$ cat src/rtl/npcs_pkg.sv
// npcs_pkg: types, constants and the distance function shared by the
// nearest palette color search unit and its cells. No dependencies.
`timescale 1ns / 1ps
`default_nettype none

package npcs_pkg;

    localparam int COMP_W = 8;
    localparam int SLOT_W = 4;
    localparam int DIST_W = 18;
    localparam int SIZE_W = 5;

    typedef enum logic [0:0]
    {
        CMD_LOAD  = 1'b0,
        CMD_QUERY = 1'b1
    } cmd_t;

    typedef struct packed
    {
        logic [COMP_W-1:0] red;
        logic [COMP_W-1:0] green;
        logic [COMP_W-1:0] blue;
    } rgb_t;

    // Search token handed from cell to cell.
    typedef struct packed
    {
        rgb_t              ref_color;
        rgb_t              best_color;
        logic [SLOT_W-1:0] best_slot;
        logic [DIST_W-1:0] best_dist;
    } token_t;

    localparam logic [DIST_W-1:0] DIST_NONE = '1;

    function automatic logic [DIST_W-1:0] sq_dist(rgb_t a, rgb_t b);
        logic [COMP_W-1:0]   dr;
        logic [COMP_W-1:0]   dg;
        logic [COMP_W-1:0]   db;
        logic [2*COMP_W-1:0] sr;
        logic [2*COMP_W-1:0] sg;
        logic [2*COMP_W-1:0] sb;
        dr = (a.red   >= b.red)   ? (a.red   - b.red)   : (b.red   - a.red);
        dg = (a.green >= b.green) ? (a.green - b.green) : (b.green - a.green);
        db = (a.blue  >= b.blue)  ? (a.blue  - b.blue)  : (b.blue  - a.blue);
        sr = {{COMP_W{1'b0}}, dr} * {{COMP_W{1'b0}}, dr};
        sg = {{COMP_W{1'b0}}, dg} * {{COMP_W{1'b0}}, dg};
        sb = {{COMP_W{1'b0}}, db} * {{COMP_W{1'b0}}, db};
        return DIST_W'(sr) + DIST_W'(sg) + DIST_W'(sb);
    endfunction

endpackage

`default_nettype wire

$ cat src/rtl/npcs_cell.sv
// npcs_cell: one palette slot of the search chain. Holds its entry, compares
// the passing token against it and hands the token on. Depends on npcs_pkg.
`timescale 1ns / 1ps
`default_nettype none

module npcs_cell #(
    parameter int CELL_IDX = 0
) (
    input  wire logic            clk,
    input  wire logic            rst_n,
    input  wire logic            advance,
    input  wire logic            wr_en,
    input  wire npcs_pkg::rgb_t  wr_color,
    input  wire logic            active,
    input  wire logic            tok_in_valid,
    input  wire npcs_pkg::token_t tok_in,
    output logic                 tok_out_valid,
    output npcs_pkg::token_t     tok_out
);

    npcs_pkg::rgb_t                entry_reg;
    logic                          valid_reg;
    npcs_pkg::token_t              tok_reg;
    npcs_pkg::token_t              tok_next;
    logic [npcs_pkg::DIST_W-1:0]   cell_dist;

    always_ff @(posedge clk)
    begin
        if (wr_en)
        begin
            entry_reg <= wr_color;
        end
    end

    always_comb
    begin
        cell_dist = npcs_pkg::sq_dist(entry_reg, tok_in.ref_color);
        tok_next  = tok_in;
        if (active && (cell_dist < tok_in.best_dist))
        begin
            tok_next.best_color = entry_reg;
            tok_next.best_slot  = npcs_pkg::SLOT_W'(CELL_IDX);
            tok_next.best_dist  = cell_dist;
        end
    end

    always_ff @(posedge clk or negedge rst_n)
    begin
        if (!rst_n)
        begin
            valid_reg <= 1'b0;
        end
        else if (advance)
        begin
            valid_reg <= tok_in_valid;
        end
    end

    always_ff @(posedge clk)
    begin
        if (advance)
        begin
            tok_reg <= tok_next;
        end
    end

    assign tok_out_valid = valid_reg;
    assign tok_out       = tok_reg;

endmodule

`default_nettype wire

$ cat config.mk
export PLATFORM = sky130hd
export DESIGN_NAME = npcs_cell
export DESIGN_NICKNAME = d
export VERILOG_FILES = /design/src/rtl/npcs_pkg.sv /design/src/rtl/npcs_cell.sv
export SDC_FILE = /design/constraint.sdc
export NUM_CORES = 1
export LEC_CHECK = 0
export ABC_AREA = 1
export ABC_CLOCK_PERIOD_IN_PS = 8000
export BUFFER_PORTS_ARGS = -buffer_cell sky130_fd_sc_hd__buf_4
export CAP_MARGIN = 20
export CORE_MARGIN = 5
export CORE_UTILIZATION = 25
export CTS_CLUSTER_DIAMETER = 30
export DETAILED_ROUTE_END_ITERATION = 6
export GPL_TIMING_DRIVEN = 0
export PLACE_DENSITY = 0.47
export SLEW_MARGIN = 20
export SYNTH_ARGS = -nofsm -noshare
export SYNTH_HDL_FRONTEND = slang
export SYNTH_SLANG_ARGS = --single-unit
$ cat constraint.sdc
create_clock -name clk -period 8 [get_ports clk]
set_clock_uncertainty 0.15 [all_clocks]
set_input_delay 0.8 -clock clk [delete_from_list [all_inputs] [get_ports clk]]
set_output_delay 0.8 -clock clk [all_outputs]
set_load 0.01 [all_outputs]
======== After elaboration in Yosys (flattened, before gate mapping) ========
Index checks and enable logic that the tools add are counted.
W data, S select, Z words.
cells by class
  $add $sub $neg .......................... 8
  $mul .................................... 3
  order comparisons ....................... 4
  muxes and demuxes ....................... 4
  reductions and logical operators ........ 1
operators with widths
  cell                 number
  $mul A8 B8 Y16       3
  $sub A8 B8 Y8        6
  $mux W46             1
  $ge A8 B8 Y1         3
  $mux W8              3
  $add A17 B16 Y18     1
  $lt A18 B18 Y1       1
  $add A16 B16 Y17     1
  $logic_and A1 B1 Y1  1
word-level totals
  bits in registers ....................... 95
  input port bits ......................... 100
  output and inout port bits .............. 71
  word-level logic and storage cells ...... 32

======== Logic depth before layout (Yosys ltp) ========
Gate-level depths: netlist of the first run.
  depth after elaboration ................. 8
  depth in mapped cells ................... 48
  mapped depth without buffers ............ 46

======== Least setup slack after synthesis of the first run ========
No wires, ideal clock.
  path type ............................... input port to flip-flop
  start ................................... in tok_in[62] in the netlist's numbering
  end ..................................... reg tok_reg (netlist bit tok_out[13]) (data pin)
  library setup time ...................... 0.253 ns
  data arrival time ....................... 8.227 ns
  data required time ...................... 7.597 ns
  setup slack ............................. -0.630 ns
  stages on the path ...................... 41
  path buffers ............................ 2
  path through ............................ ha_1 inv_1 fa_1 nand2_1 nand2_2 o21ai_2 nand2_4 o21ai_1 nand2_2 nor2_2 inv_2 fa_1 inv_1 fa_1 inv_1 fa_1 fa_1 inv_1 [... 5 more ...] ha_1 a21oi_1 nand2_1 nand3_1 nand2_1 nand2_1 nand2_1 nand2_1 nand2_1 ha_1 a21oi_1 o21ai_0 nor2_1 nand4_1 buf_4 buf_4 nand2_1 nand2_1
RTL lines
  element                 line             text
  start: declaration      npcs_cell.sv:16  input wire npcs_pkg::token_t tok_in,
  end signal: assignment  npcs_cell.sv:63  tok_reg <= tok_next;
  end: declaration        npcs_cell.sv:23  npcs_pkg::token_t tok_reg;

==> results of run 1 <==
==> routing by layer <==
metal | global-route usage [%] | vias up | share of wire (%)
met5 | 0 | - | 0
met4 | 2.97 | 0 | 1.2
met3 | 2.26 | 21 | 3.5
met2 | 21.7 | 146 | 49
met1 | 17.0 | 4430 | 47
li1 | - | 4765 | -
==> through the flow <==
stage | hold WS [ns] | setup slack (ns) | cells | utilization, % | setup TNS (ns)
after floorplan | 0.354 | -0.110 | 1409 | - | -3.02
after global placement | 0.344 | -1.41 | 2194 | 30.0 | -58.80
after detailed placement | 0.359 | -1.50 | 2194 | 30.0 | -61.80
after CTS | 0.377 | -0.420 | 2250 | 32.2 | -17.28
after global routing | 0.419 | -0.788 | 2271 | 33.1 | -34.27
final | 0.374 | -0.392 | 2271 | 33.1 | -16.18
==> area by class of cell <==
class / count / area (sq um) / area share [%]
Multi-Input combinational cell: 941 / 8510 / 54.0
Sequential cell: 95 / 2850 / 18.1
Timing Repair Buffer: 228 / 1750 / 11.1
Inverter: 359 / 1380 / 8.78
Tap cell: 615 / 769 / 4.88
Clock buffer: 9 / 225 / 1.43
Buffer: 17 / 200 / 1.27
Clock inverter: 7 / 71.3 / 0.453
==> final timing paths <==
path                            depth (start not counted)  slack [ns]           from             to
worst max-delay path                                   41       -0.39     tok_in[56]     tok_out[5]
worst max register to register                         42       -0.38  entry_reg[16]     tok_out[5]
min in group asynchronous                               2        0.57          rst_n  tok_out_valid
worst min-delay path                                    1        0.37  tok_out_valid  tok_out_valid
max in group asynchronous                               2        7.05          rst_n  tok_out_valid
worst min register to register                          1        0.37  tok_out_valid  tok_out_valid
==> cell usage in the layout, fill, tap and decap left out, types with 11 or more instances in the layout <==
master	count
nand2_4	26
ha_4	16
o21ai_0	23
edfxtp_1	94
a21oi_1	25
buf_4	226
nand2_1	279
fa_2	12
fa_1	127
nor2_2	13
nand2_2	41
xor2_1	21
ha_1	119
nand3_1	32
nor2_1	84
inv_2	21
inv_1	326
nor2_4	20
nand4_1	16
a21oi_2	11
==> kinds of logic after synthesis <==
group / Yosys count / synth area share [%]
buffers and inverters: 376 / 12.2
XOR/XNOR: 30 / 2.20
adder cells (fa/ha/maj): 280 / 38.1
AO/OA/AOI/OAI: 98 / 4.72
multiplexers: 1 / 0.0942
flip-flops: 95 / 23.8
AND/OR/NAND/NOR: 529 / 18.9
==> what timing repair did <==
action                                  CTS  global route
endpoints found under the hold margin     1             0
endpoints found under the setup margin   46            46
setup buffers                            35            21
cloned                                    4             0
gates resized for setup                 106            83
pin swaps                                41            46
hold buffers                              1             0
==> reports/results.txt, run 1 <==
Syn avg cell area: 8.48 sq um
Register area share after synthesis: 23.8%
GRT overflow: 0
Vias post-DR: 9,362
Ys flop type: edfxtp_1
FILL cells: 4,979
Failing checks: negative setup slack
Clock sinks: 95
Inserted Diodes: 0
Ys Warns: 0
Detail Route Antenna Nets: 0
DP Area: 14,300 sq um
Initial antenna violation count: 0
Yosys top cell area share: 23.6%
1st-pass router iterations: 5
Slowest cell on crit path: fa_2
Final worst slack: -0.392 ns
Clk buf depth: 2
Area Overhead vs Synth: 31.8%
Critical path class: in2reg
Post-DP HPWL: 27,000 um
Slew @ Worst Pin: 0.978 ns
Final Wtd Congestion: 0.808
Seq cells post-synth: 95
Post-synth net total: 1,789
Port-buffer cells: 170
Worst Path Buf+Inv: 13
IO Pins: 171
Hold/Removal Path Class: reg2reg
Final wirelength: 32,400 um
Die height: 229 um
# DRC: 0
Ranking of synthesized cells by area: edfxtp_1, fa_1, ha_1, inv_1, nand2_1
Critical path required time: 7.99 ns
Distinct cell type count after synthesis: 38
CP Capture Type: register
Global-route wire length before repair: 53,300 um
TritonCTS clock tree: done
Count of flip-flops with a built-in enable after synthesis: 94
Iter 0 DRT Violations: 400
Max FFs per register: 70
Final setup viols: 46
Die footprint: 52,300 sq um
Outcome: complete, but fails checks
Largest net degree at the start of global routing: 72
Fin. max-slew vios: 0
GRT Overall Usage: 12.8%
Worst path max stage delay: 0.57 ns
Site Rows: 80
CP Max Fanout: 10
Most instantiated cells after synthesis: inv_1, nand2_1, ha_1, fa_1, nor2_1
Final nets: 2,031
TritonCTS buffer count: 9
Core footprint: 47,500 sq um
Chip Width: 229 um
Final Instance Area: 15,800 sq um
CTS root buf: clkbuf_16
Crit share post-route: 105%
Post-Syn Instances: 1,409
Wirelength per Cell: 14.3 um
RSZ-0062 raised after global routing: yes
Netlist Area Pre-Place: 11,900 sq um
CTS H-tree depth: 3
Vias/cell: 4.12
Most frequent cell after synthesis: inv_1
Max Clk Rate: 0.119 GHz
Final Hold Fails: 0
Cell taking the most area after synthesis: edfxtp_1
Post-layout min period: 8.39 ns
Max Cap Viol: 0
Slew headroom: 34.8%
Post-synth ARST share: 1.05%
Initial Util: 25.1%
Delay-heaviest family, CP: adder cells
Worst skew pair latency: 0.38 ns
CP startpoint kind: input pin
Clock transition at path regs: 0.08 ns
Vias in the first global route: 9,978
Share of cells above drive strength 1: 28.6%
Worst Path Arrival: 8.38 ns
Power of run 1 is not shown: default switching activity piles up to over one toggle a cycle in this logic, so the estimate is an artifact.
==> run 2, diff against run 1 <==
- CORE_UTILIZATION: 25 -> 54
- PLACE_DENSITY: 0.47 -> 0.83
==> run 2 against run 1 <==
- the run still ends with negative setup slack left
- critical path type unchanged
- first-iteration DRC count up 73%
- fmax down 4.8%
- largest cell class unchanged
- non-clock buffer count up 20
==> reports/results.txt, run 2 (synthesis gave the netlist of run 1 again) <==
Outcome: complete, but fails checks
Failing checks: negative setup slack
Inserted Diodes: 0
Fin Setup TNS: -34.23 ns
GRT Overall Usage: 25.8%
Fin. max-slew vios: 0
Die height: 159 um
Clock transition at path regs: 0.07 ns
Share of cells above drive strength 1: 33.6%
Register area: 2850 sq um
Vias in the first global route: 11,200
Slowest cell on crit path: fa_1
Final wirelength: 34,300 um
Delay-heaviest family, CP: adder cells
Slew @ Worst Pin: 0.934 ns
IO Pins: 171
Final setup viols: 46
Site Rows: 54
TritonCTS buffer count: 9
Max Clk Rate: 0.113 GHz
CTS root buf: clkbuf_16
Minimum hold slack: 0.0517 ns
Commonest non-fill, non-tap cells in the layout: inv_1, nand2_1, buf_4
1st-pass router iterations: 7
Largest net degree at the start of global routing: 72
Max Cap Viol: 0
Clk buf depth: 2
Area Overhead vs Synth: 33.7%
Max FFs per register: 70
Vias/cell: 5.36
Fin util: 73.2%
# DRC: 0
Critical path class: in2reg
FILL cells: 1,393
Detail Route Antenna Nets: 0
Clock sinks: 95
Worst skew pair latency: 0.36 ns
Die footprint: 25,200 sq um
Post-DP HPWL: 23,800 um
CP startpoint kind: input pin
Iter 0 DRT Violations: 693
Chip Width: 159 um
Post-layout min period: 8.82 ns
Final Hold Fails: 0
Critical path required time: 7.96 ns
Wirelength per Cell: 17.5 um
Hold/Removal Path Class: in2async
Finished Layout Cells: 1,955
Multi-input gate area: 8870 sq um
Final Wtd Congestion: 0.891
CP Max Fanout: 8
Worst Path Buf+Inv: 12
GRT overflow: 0
Initial antenna violation count: 0
Global-route wire length before repair: 53,700 um
Final worst slack: -0.819 ns
Vias post-DR: 10,500
Most frequent CP cell: fa_1
Commonest non-fill, non-tap cell in the layout: inv_1
TritonCTS clock tree: done
Crit share post-route: 110%
CTS H-tree depth: 3
RSZ-0062 raised after global routing: yes
Port-buffer cells: 170
Core footprint: 21,800 sq um
CP Capture Type: register
Dpl cells: 1,859
Final nets: 2,051
Initial Util: 54.8%
Worst Path Arrival: 8.78 ns
Slew headroom: 37.7%
Worst path max stage delay: 0.57 ns
## run 2: cell types whose count changed in the layout (fill, tap and decap cells not counted), moves of 4 or more
cell,change
buf_6,+7
nor2_2,+10
nor2_1,-7
ha_4,+11
ha_1,-10
buf_4,+13
inv_1,-15
nand2_4,+16
inv_2,+15
nand2_1,-30
nand2_2,+13
clkbuf_16,+4
## run 2: metrics by stage
stage,cell area [sq um],worst slack (ns)
6_report,16000,-0.819
3_3_place_gp,13800,-1.04
3_5_place_dp,13800,-1.22
2_1_floorplan,12200,-0.110
5_1_grt,16000,-1.02
4_1_cts,15500,-0.305
## run 2: final cells by class
class                   instances  area share (%)
repair buffers                248            12.1
plain buffers                  17            1.51
clock inverters                 6           0.721
flip-flops and latches         95            17.8
inverters                     359            8.69
well taps                     280            2.19
multi-input cells             941            55.5
clock buffers                   9            1.41
## run 2: routing by layer
layer  vias to the layer above  track usage [%]  routed length, um  part of all wire (%)
met3                       159             5.52               2370                   6.9
li1                       4796                -                  -                     -
met4                         0             10.2               1770                   5.1
met5                         -                0                  0                     0
met2                       502             46.6              17400                    51
met1                      5025             29.6              12700                    37
## run 2: final timing paths
check	to	slack, ns	depth (start not counted)	startpoint
max reg2reg	tok_out[3]	-0.81	42	entry_reg[16]
min	tok_out_valid	0.05	1	rst_n
min in group clk	tok_out_valid	0.37	1	tok_out_valid
max	tok_out[3]	-0.82	42	tok_in[62]
min reg2reg	tok_out_valid	0.37	1	tok_out_valid
max in group asynchronous	tok_out_valid	7.57	1	rst_n
## run 2: repair_timing
action	4_1_cts	5_1_grt
cloned	5	2
endpoints found under the setup margin	46	46
setup buffers	63	11
hold buffers	0	0
resized for setup	208	86
pin swaps	91	40
Power of run 2 is left out for the same reason.
==> run 3, diff against run 2 <==
- CAP_MARGIN: 20 -> 15
- CORE_ASPECT_RATIO: unset -> 2
==> run 3 against run 2 <==
- the run still ends with negative setup slack left
- via count is 2.6% higher
- sequential cell count unchanged
- critical path depth did not move
- highest routed layer unchanged
==> reports/results.txt, run 3 (synthesis gave the netlist of run 1 again) <==
R2r worst-path depth: 42
Initial Util: 54.4%
Reg-to-reg slack, setup: -0.74 ns
Share of cells above drive strength 1: 35.2%
Max FFs per register: 70
Crit share post-route: 109%
Inserted Diodes: 0
Vias post-DR: 10,800
Final Wtd Congestion: 0.942
Clk buf depth: 2
GRT Overall Usage: 27.4%
Initial antenna violation count: 0
Post-layout min period: 8.74 ns
Final nets: 2,057
Clock transition at path regs: 0.07 ns
Final wirelength: 37,300 um
FILL cells: 1,429
Detail Route Antenna Nets: 0
TritonCTS clock tree: done
Slew @ Worst Pin: 0.944 ns
IO Pins: 171
Critical path class: reg2reg
Fin util: 73.2%
Final worst slack: -0.738 ns
1st-pass router iterations: 6
Worst skew pair latency: 0.35 ns
TritonCTS buffer count: 9
Slew headroom: 37.1%
Worst path max stage delay: 0.54 ns
Commonest non-fill, non-tap cells in the layout: inv_1, buf_4, nand2_1
FF-to-FF End: tok_out[2]
RSZ-0062 raised after global routing: yes
Core footprint: 22,000 sq um
# DRC: 0
CP startpoint kind: register
Wirelength per Cell: 19.0 um
Chip Width: 115 um
Site Rows: 77
RR Startpoint: entry_reg[8]
Die height: 220 um
Most frequent CP cell: fa_1
CTS root buf: clkbuf_16
Worst Path Buf+Inv: 9
Iter 0 DRT Violations: 828
Max Clk Rate: 0.114 GHz
Worst Path Arrival: 8.68 ns
Fin. max-slew vios: 0
Critical path required time: 7.94 ns
Failing checks: negative setup slack
CP Capture Type: register
Slowest cell on crit path: fa_1
Commonest non-fill, non-tap cell in the layout: inv_1
GRT overflow: 0
Largest net degree at the start of global routing: 72
Die footprint: 25,400 sq um
Global-route wire length before repair: 53,900 um
Max Cap Viol: 0
Hold/Removal Path Class: in2async
Post-CTS Hold Fix Bufs: 0
Outcome: complete, but fails checks
Post-DP HPWL: 26,500 um
CP Launch Point: entry_reg[8]
Port-buffer cells: 170
Final Hold Fails: 0
Final setup viols: 46
Area Overhead vs Synth: 34.5%
Delay-heaviest family, CP: adder cells
Clock sinks: 95
CP Max Fanout: 7
Vias/cell: 5.49
CTS H-tree depth: 3
Vias in the first global route: 11,400
-- run 3: area by class of cell --
type,count,area [sq um],share of cell area (%)
tap,276,345,2.15
inverter,359,1400,8.70
buffer,16,213,1.32
clock inverter,6,60.1,0.374
sequential,95,2850,17.7
multi-input combinational,941,8900,55.4
clock buffer,10,229,1.42
timing repair buffer,255,2080,12.9
-- run 3: metrics by stage --
| step | setup TNS (ns) | instances | cell area (sq um) | setup slack (ns) | hold WS [ns] |
|---|---|---|---|---|---|
| floorplan | -3.02 | 1409 | 12200 | -0.110 | 0.354 |
| global placement | -56.44 | 1855 | 13800 | -1.27 | 0.344 |
| detailed placement | -62.44 | 1855 | 13800 | -1.40 | 0.369 |
| CTS | -19.36 | 1935 | 15200 | -0.457 | 0.0508 |
| global route | -41.24 | 1958 | 16100 | -0.964 | 0.0475 |
| finish | -28.95 | 1958 | 16100 | -0.738 | 0.0558 |
-- run 3: metal layers --
metal | vias to the layer above | part of all wire (%) | global-route usage, % | wire, um
met5 | - | 0 | 0 | 0
met4 | 0 | 10 | 20.4 | 3730
met3 | 235 | 5.2 | 3.45 | 1920
met2 | 553 | 55 | 52.8 | 20500
met1 | 5158 | 30 | 25.1 | 11200
li1 | 4812 | - | - | -
-- run 3: worst max-delay path by stage --
| stage | depth (start not counted) | endpoint |
|---|---|---|
| after floorplan | 39 | tok_out[13] |
| after global placement | 37 | tok_out[39] |
| after detailed placement | 39 | tok_out[29] |
| after CTS | 40 | tok_out[3] |
| after global routing | 44 | tok_out[2] |
| final | 42 | tok_out[2] |
-- run 3: timing repair --
action | CTS | global route
pin swaps | 62 | 65
endpoints found under the setup margin | 46 | 46
gates resized for setup | 164 | 184
gates cloned | 6 | 4
buffers inserted | 58 | 21
Power of run 3 is left out for the same reason.
